--- config.mk ---
export PLATFORM = sky130hd
export DESIGN_NAME = substring_search_engine
export DESIGN_NICKNAME = d
export VERILOG_FILES = /design/src/sv/sse_pkg.sv /design/src/sv/substring_search_engine.sv
export VERILOG_INCLUDE_DIRS = /design/src /design/src/sv
export SDC_FILE = /design/constraint.sdc
export NUM_CORES = 1
export LEC_CHECK = 0
export ABC_AREA = 1
export BUFFER_PORTS_ARGS = -buffer_cell sky130_fd_sc_hd__buf_2
export CORE_MARGIN = 4
export CORE_UTILIZATION = 44
export CTS_BUF_LIST = sky130_fd_sc_hd__clkbuf_4 sky130_fd_sc_hd__clkbuf_8
export DETAILED_ROUTE_END_ITERATION = 16
export PLACE_DENSITY_LB_ADDON = 0.08
export SYNTH_ARGS = -nofsm -noshare
export SYNTH_HDL_FRONTEND = slang
export SYNTH_SLANG_ARGS = --single-unit
--- constraint.sdc ---
create_clock -name clock -period 8.9 [get_ports clock]
set_clock_uncertainty 0.2 [all_clocks]
set_input_delay 2.67 -clock clock [delete_from_list [all_inputs] [get_ports clock]]
set_output_delay 2.67 -clock clock [all_outputs]
set_load 0.005 [all_outputs]
--- src/sv/substring_search_engine_assert.svh ---
// Assertion macros for the substring search engine.
`ifndef SUBSTRING_SEARCH_ENGINE_ASSERT_SVH
`define SUBSTRING_SEARCH_ENGINE_ASSERT_SVH

// Same-cycle implication, checked outside reset.
`define SSE_ASSERT_NOW(label, clk, rst, ante, cons, msg) \
   label: assert property (@(posedge clk) disable iff (rst) (ante) |-> (cons)) \
      else $error(msg);

// Next-cycle implication, checked outside reset.
`define SSE_ASSERT_NEXT(label, clk, rst, ante, cons, msg) \
   label: assert property (@(posedge clk) disable iff (rst) (ante) |=> (cons)) \
      else $error(msg);

`endif

--- src/sv/sse_pkg.sv ---
// Shared types and constants of the substring search engine.
`default_nettype none
package sse_pkg;

   localparam int POS_W            = 21;
   localparam int NEEDLE_REG_BYTES = 8;
   localparam int NEEDLE_REG_W     = 8 * NEEDLE_REG_BYTES;
   localparam int NLEN_W           = 4;
   localparam int CSR_ADDR_W       = 2;
   localparam int REQ_DATA_W       = 8;
   localparam int RSP_DATA_W       = 24;

   typedef enum logic [CSR_ADDR_W-1:0] {
      CSR_NEEDLE_BYTES  = 2'd0,
      CSR_NEEDLE_LENGTH = 2'd1,
      CSR_START_OFFSET  = 2'd2,
      CSR_SEARCH_MODE   = 2'd3
   } csr_index_type;

endpackage
`default_nettype wire

--- src/sv/substring_search_engine.sv ---
// Streaming first/last match substring search over a byte stream.
//
// Haystack bytes enter on the req_ stream, one transfer per cycle with no gaps
// required: each transfer is compared against the configured needle over a
// sliding window of NEEDLE_BYTES bytes while it sits in the input register.
// Sustained rate is one byte per cycle; the only stall comes from an
// end-of-text transfer waiting for the result register when the previous
// result has not been taken. One rsp_ transfer is produced for each
// end-of-text item; rsp_tvalid rises once that item has left the input
// register and been loaded into the result register.
// Configuration must be written through csr_ only while no text is in flight; the block does not check this.
`default_nettype none
`include "substring_search_engine_assert.svh"
module substring_search_engine #(
   parameter int              NEEDLE_BYTES    = 8,
   parameter longint unsigned MAX_TEXT_LENGTH = 1048576
) (
   input  wire logic                               clock,
   input  wire logic                               reset,
   // tdata: text_byte[7:0]
   input  wire logic [sse_pkg::REQ_DATA_W-1:0]     req_tdata,
   // tuser: has_byte
   input  wire logic                               req_tuser,
   input  wire logic                               req_tlast,
   input  wire logic                               req_tvalid,
   output logic                                    req_tready,
   // tdata: found[0], match_position[21:1], too_long[22], zero[23]
   output logic [sse_pkg::RSP_DATA_W-1:0]          rsp_tdata,
   output logic                                    rsp_tvalid,
   input  wire logic                               rsp_tready,
   input  wire logic                               csr_we,
   input  wire logic [sse_pkg::CSR_ADDR_W-1:0]     csr_addr,
   input  wire logic [sse_pkg::NEEDLE_REG_W-1:0]   csr_wdata
);

   localparam int CNT_W = $clog2(MAX_TEXT_LENGTH + 1);
   localparam int CMP_W = (CNT_W > sse_pkg::POS_W) ? CNT_W : sse_pkg::POS_W;
   localparam logic [CNT_W-1:0] CNT_MAX = CNT_W'(MAX_TEXT_LENGTH);

   logic [sse_pkg::NEEDLE_REG_W-1:0] needle_ff;
   logic [sse_pkg::NLEN_W-1:0]       nlen_ff;
   logic [sse_pkg::POS_W-1:0]        start_ff;
   logic                             mode_ff;

   logic       s1_valid_ff;
   logic [7:0] s1_byte_ff;
   logic       s1_has_ff;
   logic       s1_eot_ff;
   logic       s1_adv;

   logic [7:0]               window_ff [NEEDLE_BYTES];
   logic [7:0]               window_in [NEEDLE_BYTES];
   logic [CNT_W-1:0]         count_ff, count_in, count_step;
   logic                     seen_ff, seen_in, seen_step;
   logic [sse_pkg::POS_W-1:0] best_ff, best_in, best_step;
   logic                     ovf_ff, ovf_in, ovf_step;

   logic                     rsp_valid_ff, rsp_valid_in;
   logic [sse_pkg::RSP_DATA_W-1:0] rsp_data_ff, rsp_data_in;

   logic [7:0]               needle_arr [NEEDLE_BYTES];
   logic [sse_pkg::NLEN_W-1:0] len_act;
   logic                     full, take, eq_hit, hit;
   logic [CNT_W-1:0]         pos;
   logic [CMP_W-1:0]         pos_ext, start_ext, count_ext, empty_pos;
   logic                     found;
   logic [sse_pkg::POS_W-1:0] out_pos;

   // Configuration registers
   always_ff @(posedge clock) begin
      if (reset) begin
         needle_ff <= '0;
         nlen_ff   <= '0;
         start_ff  <= '0;
         mode_ff   <= 1'b0;
      end else if (csr_we) begin
         unique case (sse_pkg::csr_index_type'(csr_addr))
            sse_pkg::CSR_NEEDLE_BYTES:  needle_ff <= csr_wdata;
            sse_pkg::CSR_NEEDLE_LENGTH: nlen_ff   <= csr_wdata[sse_pkg::NLEN_W-1:0];
            sse_pkg::CSR_START_OFFSET:  start_ff  <= csr_wdata[sse_pkg::POS_W-1:0];
            sse_pkg::CSR_SEARCH_MODE:   mode_ff   <= csr_wdata[0];
            default:                    needle_ff <= needle_ff;
         endcase
      end
   end

   // Needle bytes past the register compare as zero
   for (genvar k = 0; k < NEEDLE_BYTES; k++) begin : g_needle
      if (k < sse_pkg::NEEDLE_REG_BYTES) begin : g_reg
         assign needle_arr[k] = needle_ff[8*k +: 8];
      end else begin : g_zero
         assign needle_arr[k] = 8'd0;
      end
   end

   assign len_act = (32'(nlen_ff) > NEEDLE_BYTES) ? sse_pkg::NLEN_W'(NEEDLE_BYTES) : nlen_ff;

   // Input register
   assign s1_adv     = s1_valid_ff && (!s1_eot_ff || !rsp_valid_ff || rsp_tready);
   assign req_tready = !s1_valid_ff || s1_adv;

   always_ff @(posedge clock) begin
      if (reset) begin
         s1_valid_ff <= 1'b0;
      end else if (req_tready) begin
         s1_valid_ff <= req_tvalid;
      end
   end

   always_ff @(posedge clock) begin
      if (req_tready && req_tvalid) begin
         s1_byte_ff <= req_tdata;
         s1_has_ff  <= req_tuser;
         s1_eot_ff  <= req_tlast;
      end
   end

   // Window compare and text state update
   always_comb begin
      logic eq_l;
      full       = (count_ff == CNT_MAX);
      take       = s1_has_ff && !full;
      window_in  = window_ff;
      count_step = count_ff;
      if (take) begin
         window_in[0] = s1_byte_ff;
         for (int j = 1; j < NEEDLE_BYTES; j++) begin
            window_in[j] = window_ff[j-1];
         end
         count_step = count_ff + CNT_W'(1);
      end
      eq_hit = 1'b0;
      for (int l = 1; l <= NEEDLE_BYTES; l++) begin
         eq_l = 1'b1;
         for (int k = 0; k < l; k++) begin
            if (window_in[l-1-k] != needle_arr[k]) begin
               eq_l = 1'b0;
            end
         end
         if (32'(len_act) == l && eq_l) begin
            eq_hit = 1'b1;
         end
      end
      pos       = count_step - CNT_W'(len_act);
      pos_ext   = CMP_W'(pos);
      start_ext = CMP_W'(start_ff);
      hit       = take && (len_act != '0) && (count_step >= CNT_W'(len_act)) && eq_hit &&
                  (pos_ext >= start_ext);
      seen_step = seen_ff || hit;
      best_step = (hit && (mode_ff || !seen_ff)) ? pos_ext[sse_pkg::POS_W-1:0] : best_ff;
      ovf_step  = ovf_ff || (s1_has_ff && full);

      count_ext = CMP_W'(count_step);
      empty_pos = (start_ext <= count_ext) ? start_ext : count_ext;
      if (len_act == '0) begin
         found   = 1'b1;
         out_pos = empty_pos[sse_pkg::POS_W-1:0];
      end else if (seen_step) begin
         found   = 1'b1;
         out_pos = best_step;
      end else begin
         found   = 1'b0;
         out_pos = '0;
      end
      rsp_data_in = {1'b0, ovf_step, out_pos, found};

      count_in = count_step;
      seen_in  = seen_step;
      best_in  = best_step;
      ovf_in   = ovf_step;
      if (s1_eot_ff) begin
         for (int j = 0; j < NEEDLE_BYTES; j++) begin
            window_in[j] = 8'd0;
         end
         count_in = '0;
         seen_in  = 1'b0;
         best_in  = '0;
         ovf_in   = 1'b0;
      end
   end

   always_ff @(posedge clock) begin
      if (reset) begin
         for (int j = 0; j < NEEDLE_BYTES; j++) begin
            window_ff[j] <= 8'd0;
         end
         count_ff <= '0;
         seen_ff  <= 1'b0;
         best_ff  <= '0;
         ovf_ff   <= 1'b0;
      end else if (s1_adv) begin
         window_ff <= window_in;
         count_ff  <= count_in;
         seen_ff   <= seen_in;
         best_ff   <= best_in;
         ovf_ff    <= ovf_in;
      end
   end

   // Result register
   always_comb begin
      rsp_valid_in = rsp_valid_ff && !rsp_tready;
      if (s1_adv && s1_eot_ff) begin
         rsp_valid_in = 1'b1;
      end
   end

   always_ff @(posedge clock) begin
      if (reset) begin
         rsp_valid_ff <= 1'b0;
      end else begin
         rsp_valid_ff <= rsp_valid_in;
      end
   end

   always_ff @(posedge clock) begin
      if (s1_adv && s1_eot_ff) begin
         rsp_data_ff <= rsp_data_in;
      end
   end

   assign rsp_tvalid = rsp_valid_ff;
   assign rsp_tdata  = rsp_data_ff;

   `SSE_ASSERT_NEXT(a_rsp_from_eot, clock, reset, !rsp_valid_ff && !(s1_adv && s1_eot_ff), !rsp_valid_ff, "result appeared without end of text")
   `SSE_ASSERT_NEXT(a_clear_after_eot, clock, reset, s1_adv && s1_eot_ff, count_ff == '0 && !seen_ff && !ovf_ff, "text state not cleared after end of text")
   `SSE_ASSERT_NOW(a_count_bound, clock, reset, 1'b1, count_ff <= CNT_MAX, "byte count beyond maximum length")
   `SSE_ASSERT_NOW(a_no_eot_overwrite, clock, reset, s1_adv && s1_eot_ff, !rsp_valid_ff || rsp_tready, "pending result overwritten")

endmodule
`default_nettype wire
==> impl_metrics.py, run 1 <==
metrics = {
    "placed_design": {
        "place_hpwl_um": 53100,
        "portBuffers": 105,
        "dp_cells": 3474,
        "gp_congestion": 1.01,
        "placed_area_um2": 18100,
    },
    "worst_setup_path": {
        "worstSetupEndpointType": "flop",
        "cp_max_fo": 53,
        "critPathRequiredTime_ns": 9.24,
        "start_kind": "flop",
        "cpMostUsedCell": "inv_1",
        "slowest_stage": "nand2_4",
        "worst_ep_arrival_time_ns": 7.59,
        "startpoint": "count_ff[0]",
        "r2r_end": "best_ff[19]",
        "reg2reg_slack_ns": 1.65,
        "critPathMaxStageDelay_ns": 0.77,
        "reg2regPathDepth": 31,
        "timing.rr.start": "count_ff[0]",
        "worstSetupPathType": "flop to flop",
    },
    "sta": {
        "slew_headroom": 0.271,
        "holdWs_ns": 0.264,
        "hold_violations": 0,
        "slew_viol_final": 0,
        "rsz0062_at_grt": "false",
        "setup_viol": 0,
        "finalCritPeriodShare": 0.815,
        "fmax_mhz": 138,
        "post-route-min-period_ns": 7.25,
        "final.setup.tns_ns": 0,
        "worst_pin_slew_ns": 1.09,
    },
    "detailed_routing": {
        "wl_um": 73200,
        "drcViolationCount": 0,
        "vias": 19974,
        "ant_nets": 0,
        "drtIter0Drc": 1954,
        "via_per_inst": 5.62,
        "dr.pass1.iters": 6,
        "wl_per_cell_um": 20.6,
    },
    "global_route": {
        "grt_start_max_net_pins": 100,
        "track_usage": 0.337,
        "overflow": 0,
        "antenna_found_initial": 0,
        "grt_pass1_wl_um": 111000,
        "first_global_vias": 18644,
    },
    "clocking": {
        "clk_path_buf_depth": 3,
        "cts_resized": 0,
        "cts_tree": "built",
        "cts_buffers": 47,
        "ctsHoldBuffers": 0,
        "clock_sinks": 233,
        "htree_levels": 2,
        "clk_latency_ns": 0.63,
        "postCtsSetupBuffers": 0,
        "clkTransAtPathRegs_ns": 0.06,
        "root_buffer": "clkbuf_8",
    },
    "final_layout": {
        "finalNonFillerCells": 3557,
        "num-nets-final": 3135,
        "fillCellCount": 4191,
        "drive_above_1_share": 0.0786,
        "stdcell_area_um2": 19100,
        "antennaDiodeCount": 0,
        "syn2layout_area_growth_pct": 10.1,
    },
    "yosys": {
        "yosysSeqAreaShare": 0.288,
        "synth-seq-cells": 233,
        "netlist_area_um2": 17300,
        "syn-num-nets": 3093,
        "yosysWarnings": 0,
        "syn_area_per_cell_um2": 5.85,
        "synth-async-reset-ratio": 0,
        "yosys.area.top_type": "nand2_1",
        "synth_cells": 2963,
        "synthTopCellsByArea": "nand2_1, dfxtp_1, nand3_1, a21oi_1, inv_1",
        "synth_cell_types": 42,
        "synth-main-ff-cell": "dfxtp_1",
        "synth_edf_count": 33,
        "yosysTopAreaCellShare": 0.242,
    },
    "job": {
        "maxCapViolCount": 0,
    },
    "min_path": {
        "hold_path_end": "window_ff[6]",
        "min_delay_path_depth": 2,
        "min_from": "window_ff[6]",
        "hold_path.class": "flop to flop",
    },
    "die": {
        "dieHeight_um": 206,
        "start_util": 0.447,
        "design.portCount": 107,
        "die_w_um": 206,
        "rows": 72,
        "core_um2": 38800,
        "dieArea_um2": 42600,
    },
    "power": {
        "p_total_uw": 3030,
        "power.leakage_uw": 0.00879,
        "ir_worst_vdd_uv": 114,
        "power_density_nw_per_um2": 159,
    },
    "status": {
        "outcome": "finished, final reports clean",
    },
}
-- how the worst max path moves through the flow --
stage / endpoint / slack [ns] / cells past startpoint
floorplan: req_tready / 3.10 / 2
global placement: best_ff[18] / 1.85 / 29
detailed placement: best_ff[2] / 1.74 / 29
CTS: best_ff[18] / 1.72 / 29
global route: best_ff[12] / 1.01 / 31
finish: best_ff[19] / 1.65 / 31
-- layer usage --
metal	vias to the layer above	GRT usage	wire length [um]
li1	9640	-	-
met1	9175	0.415	29000
met2	911	0.557	34000
met3	248	0.0595	5540
met4	0	0.186	4580
met5	-	0	0
-- flip-flops by register name, summed over array words and instances (netlist names), 4 cells and up --
name,flops
start_ext,21
needle_ff,64
count_ff,21
s1_byte_ff,8
best_ff,21
nlen_ff,4
window_ff,64
rsp_tdata,23
-- cell usage after synthesis (3+ instances only) --
library cell and count:
clkbuf_1 86, xor2_1 40, nand3_1 332, nand2_1 1119
buf_6 5, inv_1 289, ha_1 48, o211ai_1 9
o21ai_2 6, xor2_2 4, xnor2_1 5, inv_2 3
edfxtp_1 33, o21ai_1 6, buf_2 21, buf_4 7
clkinv_1 4, a21oi_1 238, nor3_1 20, nand4_1 54
o21ai_0 154, or2_2 3, o22ai_1 7, buf_1 14
nor4_1 4, nand3b_1 9, dfxtp_1 200, nor2_1 224
-- layout make-up --
cell class | count | area (um^2) | area share
multi-input cells | 2301 | 10600 | 0.558
flip-flops and latches | 233 | 4990 | 0.262
inverters | 296 | 1110 | 0.0583
clock buffers | 76 | 921 | 0.0482
repair buffers | 126 | 698 | 0.0366
well taps | 518 | 648 | 0.0339
clock inverters | 7 | 68.8 | 0.00360
-- layout by cell type (no fill, tap or decap), types with 5 or more instances in the layout --
| cell type | Yosys | routed |
|---|---|---|
| o211ai_1 | 9 | 9 |
| nor2_1 | 224 | 223 |
| nor3_1 | 20 | 20 |
| nand3_1 | 332 | 332 |
| o21ai_2 | 6 | 6 |
| clkbuf_8 | 0 | 56 |
| nand2_1 | 1119 | 1119 |
| nand4_1 | 54 | 54 |
| o22ai_1 | 7 | 7 |
| xor2_1 | 40 | 40 |
| nand3b_1 | 9 | 9 |
| clkinv_2 | 0 | 5 |
| buf_2 | 21 | 104 |
| ha_1 | 48 | 48 |
| edfxtp_1 | 33 | 33 |
| dfxtp_1 | 200 | 200 |
| o21ai_0 | 154 | 154 |
| buf_4 | 7 | 21 |
| o21ai_1 | 6 | 6 |
| a21oi_1 | 238 | 238 |
| clkbuf_4 | 0 | 20 |
| inv_1 | 289 | 286 |
| xnor2_1 | 5 | 5 |
-- kinds of logic after synthesis --
logic type | Yosys count | synth area share
compound gates | 427 | 0.128
xor+xnor | 49 | 0.0265
fa+ha+maj | 49 | 0.0358
buf+inv | 429 | 0.0981
flops | 233 | 0.288
other cells | 1 | 0.000216
simple gates | 1775 | 0.424
-- report_power, final --
group	internal, uW	switching [uW]	leakage, uW
Sequential	1110	50.0	0.00194
Combinational	204	473	0.00633
Clock	680	513	0.000525
-- critical path, delay by kind of cell, from the launching register on --
| family | cells | cell delay (ns) |
|---|---|---|
| XOR/XNOR | 2 | 0.46 |
| AND/OR/NAND/NOR | 15 | 3.74 |
| adder cells (fa/ha/maj) | 3 | 0.76 |
| flip-flops | 1 | 0.39 |
| AO/OA/AOI/OAI | 6 | 0.87 |
| buffers and inverters | 5 | 0.62 |
-- metrics by stage --
stage               setup WS [ns]  utilization
CTS                          1.72        0.492
finish                       1.65        0.492
detailed placement           1.74        0.466
global route                 1.01        0.492
global placement             1.85        0.466
floorplan                    3.10            -
No activity file was read; power rests on OpenSTA's default activity.
==> run 2: changes to the inputs <==
Clock period 8.9 ns to 6.1 ns, I/O delays scaled along.
==> impl_metrics.py, run 2 (synthesized netlist as in run 1, its figures left out) <==
metrics = {
    "clocking": {
        "clk_path_buf_depth": 3,
        "cts_buffers": 46,
        "ctsHoldBuffers": 0,
        "clkTransAtPathRegs_ns": 0.06,
        "cts_tree": "built",
        "clock_sinks": 233,
        "htree_levels": 2,
        "clk_latency_ns": 0.63,
        "root_buffer": "clkbuf_8",
    },
    "worst_setup_path": {
        "critPathRequiredTime_ns": 6.39,
        "cp_max_fo": 21,
        "start_kind": "flop",
        "worst_ep_arrival_time_ns": 5.87,
        "worstSetupEndpointType": "flop",
        "timing.rr.start": "count_ff[1]",
        "r2r_end": "rsp_tdata[18]",
        "startpoint": "count_ff[1]",
        "worstSetupPathType": "flop to flop",
        "cpMostUsedCell": "nand2_1",
        "slowest_stage": "fa_1",
        "reg2regPathDepth": 31,
        "reg2reg_slack_ns": 0.52,
        "critPathMaxStageDelay_ns": 0.46,
    },
    "detailed_routing": {
        "wl_met2_um": 36900,
        "via_per_inst": 5.64,
        "wl_per_cell_um": 21.7,
        "vias": 20176,
        "drcViolationCount": 0,
        "dr.pass1.iters": 6,
        "top_layer": "met4",
        "wl_met3_um": 5550,
        "drt-met1-wl_um": 30100,
        "wl_um": 77700,
        "drtIter0Drc": 2135,
        "ant_nets": 0,
    },
    "power": {
        "power.leakage_uw": 0.00891,
        "p_comb_frac": 0.232,
        "ir_worst_vdd_uv": 162,
        "power.internal_uw": 2930,
        "power.net_switching_uw": 1590,
        "pwr-share-seq": 0.373,
        "power_density_nw_per_um2": 234,
        "p_clk_frac": 0.395,
        "p_sw_frac": 0.353,
    },
    "sta": {
        "worst_pin_slew_ns": 1.07,
        "post-route-min-period_ns": 5.58,
        "setup_viol": 0,
        "slew_headroom": 0.287,
        "rsz0062_at_grt": "false",
        "hold_violations": 0,
        "fmax_mhz": 179,
        "final.setup.tns_ns": 0,
        "finalCritPeriodShare": 0.914,
        "slew_viol_final": 0,
    },
    "final_layout": {
        "final_cell_mix": "nand2_1, nand3_1, inv_1",
        "syn2layout_area_growth_pct": 11.3,
        "num-nets-final": 3153,
        "antennaDiodeCount": 0,
        "drive_above_1_share": 0.0856,
        "final_common_cell": "nand2_1",
        "stdcell_area_um2": 19300,
    },
    "die": {
        "dieArea_um2": 42600,
        "die_w_um": 206,
        "design.portCount": 107,
        "rows": 72,
        "core_um2": 38800,
        "dieHeight_um": 206,
        "start_util": 0.447,
    },
    "global_route": {
        "overflow": 0,
        "grt_start_max_net_pins": 100,
        "track_usage": 0.358,
        "first_global_vias": 18734,
        "grt_pass1_wl_um": 115000,
        "antenna_found_initial": 0,
    },
    "status": {
        "outcome": "finished, final reports clean",
    },
    "min_path": {
        "min_from": "window_ff[14]",
        "hold_path_end": "window_ff[14]",
        "min_delay_path_depth": 2,
        "hold_path.class": "flop to flop",
    },
    "placed_design": {
        "place_hpwl_um": 57100,
        "portBuffers": 105,
        "placed_area_um2": 18300,
        "gp_congestion": 1.00,
    },
    "job": {
        "maxCapViolCount": 0,
    },
}
run 2: cell types whose count changed in the layout (fill, tap and decap cells not counted), sizes merged:
| cell | before | now |
|---|---|---|
| buf | 126 | 145 |
| clkbuf | 76 | 71 |
| clkinv | 9 | 14 |
| bufinv | 1 | 2 |
| clkinvlp | 2 | 1 |
| inv | 291 | 292 |
run 2: per-stage QoR:
stage	util	hold slack (ns)	worst slack [ns]	cells	power (uW)
floorplan	-	0.222	0.777	2963	2340
global placement	0.470	0.233	0.502	3492	2730
detailed placement	0.470	0.255	0.413	3492	2730
CTS	0.496	0.264	0.369	3576	4520
global route	0.497	0.272	0.0410	3577	4700
finish	0.497	0.265	0.522	3577	4520
run 2: worst max path at each step:
stage	slack [ns]	end	depth (start not counted)
after floorplan	0.78	rsp_tdata[12]	34
after global placement	0.50	rsp_tdata[12]	31
after detailed placement	0.41	rsp_tdata[10]	31
after CTS	0.37	rsp_tdata[10]	31
after global routing	0.04	rsp_tdata[10]	34
final	0.52	rsp_tdata[18]	31
run 2: final cells by class:
cell class                      count  area, um^2
Clock buffer                       71         877
Clock inverter                     13         124
Fill cell                        4291       19500
Inverter                          296        1110
Multi-Input combinational cell   2301       10700
Sequential cell                   233        4990
Tap cell                          518         648
Timing Repair Buffer              145         870
run 2: critical path: cells and delay by family (launching register included):
kind / cells / cell delay, ns
and+or+nand+nor: 14 / 1.75
adders and majority gates: 4 / 1.10
buffers and inverters: 6 / 0.90
AOI/OAI and AO/OA: 5 / 0.70
xor gates and xnor gates: 2 / 0.47
DFF: 1 / 0.31
run 2: layer usage:
layer | vias up | track usage
li1 | 9692 | -
met1 | 9279 | 0.431
met2 | 939 | 0.611
met3 | 266 | 0.0493
met4 | 0 | 0.203
met5 | - | 0
run 2: what timing repair did:
item,4_1_cts,5_1_grt
setup endpoints to repair,0,42
hold endpoints to repair,0,0
setup buffers,0,1
gates resized for setup,0,6
run 2: power groups by stage:
| stage | combinational (uW) | sequential [uW] | clock (uW) |
|---|---|---|---|
| after floorplan | 667 | 1680 | 0 |
| after global placement | 1010 | 1720 | 0 |
| after detailed placement | 1020 | 1710 | 0 |
| after CTS | 1020 | 1680 | 1810 |
| after global routing | 1140 | 1690 | 1870 |
| final | 1050 | 1690 | 1790 |
